## src/cpc_pkg.sv

```systemverilog
// shared types, constants and the crc-8 byte step for the controller pack command block
// no dependencies; imported by every module of the block
package cpc_pkg;

    localparam int PACK_BYTES_DEF = 32768;
    localparam int CHANNELS_DEF   = 4;

    localparam int S_TDATA_W = 280;
    localparam int S_TUSER_W = 4;
    localparam int M_TDATA_W = 288;
    localparam int M_TUSER_W = 2;

    localparam int BLOCK_BYTES = 32;
    localparam int BLOCK_WORDS = 4;
    localparam int CRC_STEPS   = 33;

    localparam logic [1:0] REQ_STATUS   = 2'd0;
    localparam logic [1:0] REQ_PRESENCE = 2'd1;
    localparam logic [1:0] REQ_READ     = 2'd2;
    localparam logic [1:0] REQ_WRITE    = 2'd3;

    localparam logic CFG_DEVICE_MASK = 1'b0;
    localparam logic CFG_PACK_MASK   = 1'b1;

    localparam logic [3:0]  DEVICE_MASK_RST = 4'h1;
    localparam logic [3:0]  PACK_MASK_RST   = 4'h0;
    localparam logic [15:0] DEVICE_TYPE     = 16'h0500;
    localparam logic [15:0] SPECIAL_ADDR    = 16'h8001;
    localparam logic [15:0] ADDR_ALIGN_MASK = 16'hFFE0;
    localparam logic [7:0]  CRC_POLY        = 8'h85;

    typedef enum logic [2:0] {
        ST_CLEAR,
        ST_IDLE,
        ST_DECODE,
        ST_RD,
        ST_RD_WAIT,
        ST_WR,
        ST_CRC,
        ST_DONE
    } state_t;

    typedef struct packed {
        logic clear_en;
        logic capture;
        logic zero_data;
        logic mem_rd;
        logic mem_wr;
        logic cnt_clr;
        logic cnt_inc;
        logic crc_step;
        logic out_load;
    } ctrl_cmd_t;

    typedef struct packed {
        logic       clear_last;
        logic       word_last;
        logic       byte_last;
        logic       present;
        logic       mem_ok;
        logic       out_busy;
        logic [1:0] req_type;
    } dp_status_t;

    // msb-first shift of one byte through the crc register
    function automatic logic [7:0] crc8_byte(input logic [7:0] crc, input logic [7:0] din);
        logic [7:0] c;
        logic [7:0] tap;
        c = crc;
        for (int b = 7; b >= 0; b--)
        begin
            tap = c[7] ? CRC_POLY : 8'h00;
            c   = {c[6:0], din[b]} ^ tap;
        end
        return c;
    endfunction

endpackage

```

## src/cpc_ctrl.sv

```systemverilog
// command sequencer: clearing pass, decode, pack word access and crc steps
// depends on cpc_pkg for the state type and the command and status structs
module cpc_ctrl (
    input  logic               clk,
    input  logic               rst_n,
    input  logic               s_tvalid,
    output logic               s_tready,
    input  cpc_pkg::dp_status_t status,
    output cpc_pkg::ctrl_cmd_t  cmd
);
    import cpc_pkg::*;

    state_t state_reg;
    state_t state_next;

    always_ff @(posedge clk or negedge rst_n)
    begin
        if (!rst_n)
            state_reg <= ST_CLEAR;
        else
            state_reg <= state_next;
    end

    always_comb
    begin
        state_next = state_reg;
        case (state_reg)
            ST_CLEAR:
            begin
                if (status.clear_last)
                    state_next = ST_IDLE;
            end
            ST_IDLE:
            begin
                if (s_tvalid)
                    state_next = ST_DECODE;
            end
            ST_DECODE:
            begin
                if (status.req_type == REQ_STATUS || status.req_type == REQ_PRESENCE
                    || !status.present)
                    state_next = ST_DONE;
                else if (!status.mem_ok)
                    state_next = ST_CRC;
                else if (status.req_type == REQ_READ)
                    state_next = ST_RD;
                else
                    state_next = ST_WR;
            end
            ST_RD:
            begin
                if (status.word_last)
                    state_next = ST_RD_WAIT;
            end
            ST_RD_WAIT:
                state_next = ST_CRC;
            ST_WR:
            begin
                if (status.word_last)
                    state_next = ST_CRC;
            end
            ST_CRC:
            begin
                if (status.byte_last)
                    state_next = ST_DONE;
            end
            ST_DONE:
            begin
                if (!status.out_busy)
                    state_next = ST_IDLE;
            end
            default:
                state_next = ST_CLEAR;
        endcase
    end

    always_comb
    begin
        cmd      = '0;
        s_tready = 1'b0;
        case (state_reg)
            ST_CLEAR:
            begin
                cmd.clear_en = 1'b1;
                cmd.cnt_inc  = 1'b1;
            end
            ST_IDLE:
            begin
                s_tready    = 1'b1;
                cmd.capture = s_tvalid;
                cmd.cnt_clr = 1'b1;
            end
            ST_DECODE:
            begin
                cmd.zero_data = (status.req_type == REQ_READ);
                cmd.cnt_clr   = 1'b1;
            end
            ST_RD:
            begin
                cmd.mem_rd  = 1'b1;
                cmd.cnt_inc = 1'b1;
            end
            ST_RD_WAIT:
                cmd.cnt_clr = 1'b1;
            ST_WR:
            begin
                cmd.mem_wr  = 1'b1;
                cmd.cnt_inc = !status.word_last;
                cmd.cnt_clr = status.word_last;
            end
            ST_CRC:
            begin
                cmd.crc_step = 1'b1;
                cmd.cnt_inc  = 1'b1;
            end
            ST_DONE:
                cmd.out_load = !status.out_busy;
            default:
                cmd = '0;
        endcase
    end

endmodule

```

## config.mk

```make
export PLATFORM = sky130hd
export DESIGN_NAME = cpc_ctrl
export DESIGN_NICKNAME = d
export VERILOG_FILES = /design/src/cpc_pkg.sv /design/src/cpc_ctrl.sv
export SDC_FILE = /design/constraint.sdc
export NUM_CORES = 1
export LEC_CHECK = 0
export ABC_AREA = 1
export BUFFER_PORTS_ARGS = -buffer_cell sky130_fd_sc_hd__buf_2
export CORE_AREA = 2 2 39 41
export CTS_CLUSTER_DIAMETER = 60
export DETAILED_ROUTE_END_ITERATION = 7
export DIE_AREA = 0 0 41 43
export HOLD_SLACK_MARGIN = 0.12
export SLEW_MARGIN = 15
export SYNTH_ARGS = -nofsm -noshare
export SYNTH_HDL_FRONTEND = slang
export SYNTH_SLANG_ARGS = --single-unit
```

## constraint.sdc

```tcl
create_clock -name clk -period 1.55 [get_ports clk]
set_input_delay 0.0775 -clock clk [delete_from_list [all_inputs] [get_ports clk]]
set_output_delay 0.0775 -clock clk [all_outputs]
set_load 0.02 [all_outputs]
```

==> Word level (Yosys, flattened, before mapping) <==
Index checks and enable logic that the tools add are counted.
{ "totals": {"in_bits": 11, "register_bits": 3, "word_cells": 46, "out_inout_bits": 10} }
{ "op_classes": {"mux": 20, "n_reduce_logical": 10, "n_eq_ne": 15} }
{ "ops": {"columns": ["operator", "n"], "rows": [
  ["2-to-1 mux 3 bit", 9],
  ["one-hot mux 3 bit (8 select lines)", 1],
  ["== test 3 bit (second input constant)", 4],
  ["inequality test 2 bit (second input constant)", 6],
  ["2-to-1 mux 1 bit", 8],
  ["== test 3 x 2 -> 1 bit (second input constant)", 2],
  ["AND reduction 6 bit", 1],
  ["OR reduction 3 bit", 2],
  ["one-hot mux 1 bit (2 select lines)", 2],
  ["== test 3 x 1 -> 1 bit (second input constant)", 1],
  ["zero test 1 bit", 3],
  ["zero test 3 bit", 1],
  ["== test 2 x 1 -> 1 bit (second input constant)", 1],
  ["== test 2 bit (second input constant)", 1],
  ["zero test 2 bit", 1],
  ["logical OR 1 bit", 2]
]} }

==> Longest topological paths before layout <==
{ "depth": {"word_depth": 5, "depth_mapped": 8, "ltp_nobuf": 8} }

==> Worst setup path before layout <==
No wires, ideal clock.
{ "synth_path": {"path_kind": "flip-flop to output port", "start": "reg state_reg[0]", "end": "out cmd[2] in the netlist's numbering", "stages_incl_launch_ff": 5, "arrival_time_ps": 1354, "t_required_ps": 1472, "path_slack_ps": 119, "path_cell_list": "dfrtp_1 -> buf_6 -> nor3_1 -> nor3_1 -> nand2_1"} }
{ "synth_rtl": {"columns": ["element", "line_no", "source"], "rows": [
  ["start: declaration", "cpc_ctrl.sv:13", "state_t state_reg;"],
  ["start signal: assignment", "cpc_ctrl.sv:21", "state_reg <= state_next;"],
  ["end: declaration", "cpc_ctrl.sv:9", "output cpc_pkg::ctrl_cmd_t cmd"]
]} }

==> impl_results.rst <==
.. list-table::
   :header-rows: 1

   * - Metric
     - Value
   * - Tmin final
     - 1450 ps
   * - Antenna Cells
     - 0
   * - Final setup skew
     - 4.41 ps
   * - CP Capture Type
     - output port
   * - Detail Placement HPWL
     - 790 um
   * - Final slew viol count
     - 0
   * - Gate Count Post-Synth
     - 63
   * - Final setup slack of the worst path
     - 102 ps
   * - Max VDD drop
     - 511 uV
   * - Number of non-filler instances in the completed layout
     - 102
   * - Met1 Usage GRT
     - 12.7%
   * - Setup fix buffers added after clock tree synthesis
     - 0
   * - Wire length of the first global-routing pass
     - 1630 um
   * - Worst slew pin tran
     - 240 ps
   * - PD cells
     - 2330 mW/mm^2
   * - WS Path Type
     - flip-flop to output port
   * - Global routing usage on met2
     - 25.0%
   * - Core box area
     - 0.00138 sq mm
   * - Sequential cell area fraction in the yosys report
     - 19.4%
   * - Hold slack final
     - 157 ps
   * - Max frequency
     - 690 MHz
   * - Number of iterations in the first detailed-routing pass
     - 6
   * - Unrepaired setup endpoints after global routing
     - false
   * - Total CTS buffers
     - 3
   * - Met3 routing resource usage after global routing
     - 1.57%
   * - Crit path required time
     - 1470 ps
   * - Syn_area_per_cell
     - 6.14 sq um
   * - Number of max-cap violations
     - 0
   * - Worst hold-check path type
     - input port to async pin
   * - Post-CTS clock slew at the launch and capture registers of the worst setup and hold paths
     - 40 ps
   * - Global-route layer with the greatest usage
     - met2
   * - Clock tree from TritonCTS
     - done
   * - Clock root cell
     - sky130_fd_sc_hd__clkbuf_4
   * - Clock tree buffer depth
     - 2
   * - TNS Setup
     - 0 ps
   * - Max reg flops
     - 3
   * - Final standard cell area without fillers
     - 538 sq um
   * - Overflow left after global routing
     - 0
   * - Post-placement setup slack
     - 191 ps
   * - Placer Congestion
     - 0.756
   * - Clock net sink count
     - 3
   * - Die height
     - 43 um
   * - Layout net count
     - 98
   * - H-tree depth
     - 1
   * - CP max FO
     - 7
   * - Nature of the critical path startpoint
     - flip-flop
   * - Final Hold Violating Endpoints
     - 0
   * - Leakage Power
     - 0.000311 uW
   * - Final WL
     - 1070 um
   * - Slew Limit Headroom
     - 83.9%
   * - Data arrival, critical path
     - 1370 ps
   * - Average vias per placed instance
     - 4.68
   * - Cell area after synthesis
     - 387 sq um
   * - Number of nets with antenna violations after detailed routing
     - 0
   * - Outcome
     - complete, no violations
   * - Final routed DRC violation total
     - 0
   * - Proportion of layout cells with a drive suffix above 1
     - 50.0%
   * - Die ar.
     - 0.00176 sq mm
   * - Number of placed instances, taps included
     - 97
   * - Cell area reported after detailed placement
     - 488 sq um
   * - Signed area change from the synthesized netlist to the final layout
     - 39.2%
   * - Effective utilization at floorplan
     - 27.9%
   * - Layout fillers
     - 152
   * - Register bit count reported by yosys
     - 3
   * - Antenna violations before repair
     - 0
   * - Number of nets in the synthesized netlist
     - 74
   * - Number of I/O pins
     - 21
   * - Total GRT Usage
     - 13.5%
   * - Number of DRC markers in iteration 0
     - 3
   * - PortBufs
     - 20
   * - Die Span X
     - 41 um
   * - Via total after detailed routing
     - 477
   * - Via count of the first global-routing pass
     - 454
   * - Synth cell types
     - 19
   * - Period utilisation layout
     - 93.4%
   * - Number of warnings reported in the yosys synthesis log
     - 0
   * - Routed WL per cell
     - 10.5 um
   * - Later-pin clock latency in the skew report
     - 240 ps
   * - Number of setup violations in the final report
     - 0
   * - Largest net degree at the start of global routing
     - 12
   * - Site row count
     - 14
==> cells by family after synthesis <==
| group | share of synthesized area, % |
|---|---|
| simple gates | 55.0 |
| buf+inv | 14.6 |
| compound gates | 11.0 |
| flops | 19.4 |
==> worst max-delay path, stage by stage, from the launching register on <==
cell,delay [ps]
sky130_fd_sc_hd__dfrtp_2,450
sky130_fd_sc_hd__inv_2,130
sky130_fd_sc_hd__nand3_2,120
sky130_fd_sc_hd__nor2_4,150
sky130_fd_sc_hd__nor3_1,70
sky130_fd_sc_hd__nand2_1,60
sky130_fd_sc_hd__buf_2,150
==> stage by stage <==
| step | power [uW] | util (%) |
|---|---|---|
| floorplan | 901 | - |
| global placement | 1070 | 35.3 |
| detailed placement | 1070 | 35.3 |
| CTS | 1240 | 38.1 |
| global route | 1380 | 38.9 |
| finish | 1250 | 38.9 |
==> power by group <==
group,switching (uW),internal (uW)
registers,127,134
logic,551,297
clock network,46.0,96.8
total,724,528
==> worst paths after layout <==
path                                          start  depth (start not counted)                  endpoint  slack [ps]
max                        state_reg[1]$_DFFE_PN0P_                          6                    cmd[2]         100
min                                           rst_n                          2  state_reg[2]$_DFFE_PN0P_         160
max reg2reg                state_reg[0]$_DFFE_PN0P_                          8  state_reg[2]$_DFFE_PN0P_         240
min reg2reg                state_reg[1]$_DFFE_PN0P_                          2  state_reg[1]$_DFFE_PN0P_         600
max in group asynchronous                     rst_n                          2  state_reg[1]$_DFFE_PN0P_        1270
min in group clk                           s_tvalid                          5  state_reg[0]$_DFFE_PN0P_         250
==> synthesized netlist by cell type, drive strengths merged <==
library cell / n / area [sq um]
dfrtp: 3 / 75.1
nor2: 8 / 42.5
o22ai: 1 / 6.26
nor3: 5 / 25.0
a21oi: 4 / 31.3
nand3b: 1 / 7.51
o21ai: 1 / 5.00
buf: 2 / 18.8
nand2: 19 / 81.3
nand4: 1 / 6.26
inv: 10 / 37.5
nand3: 8 / 50.1
==> cell usage in the layout (no fill, tap or decap), drive strengths merged <==
master	n
dfrtp	3
clkbuf	4
nor2	8
dlygate4sd3	1
nand2	19
o22ai	1
nand3b	1
a21oi	4
inv	10
nand3	8
buf	20
nand4	1
nor3	5
o21ai	1
==> per-layer routing <==
layer	vias to the layer above	share of wire (%)
met5	-	0
met4	0	2.0
met3	2	3.5
met2	16	51
met1	212	43
li1	247	-
==> cell type report <==
type / instances / area, sq um / share of cell area (%)
inverter: 10 / 37.5 / 6.98
clock buffer: 4 / 26.3 / 4.88
multi-input combinational: 48 / 265 / 49.3
tap: 16 / 20.0 / 3.72
sequential: 3 / 78.8 / 14.7
timing repair buffer: 21 / 110 / 20.5
==> timing repair <==
action / CTS / global route
hold endpoints to repair: 3 / 0
hold buffers: 1 / 0
endpoints found under the setup margin: 2 / 2
gates resized for setup: 2 / 4
No activity file was read; power rests on OpenSTA's default activity.
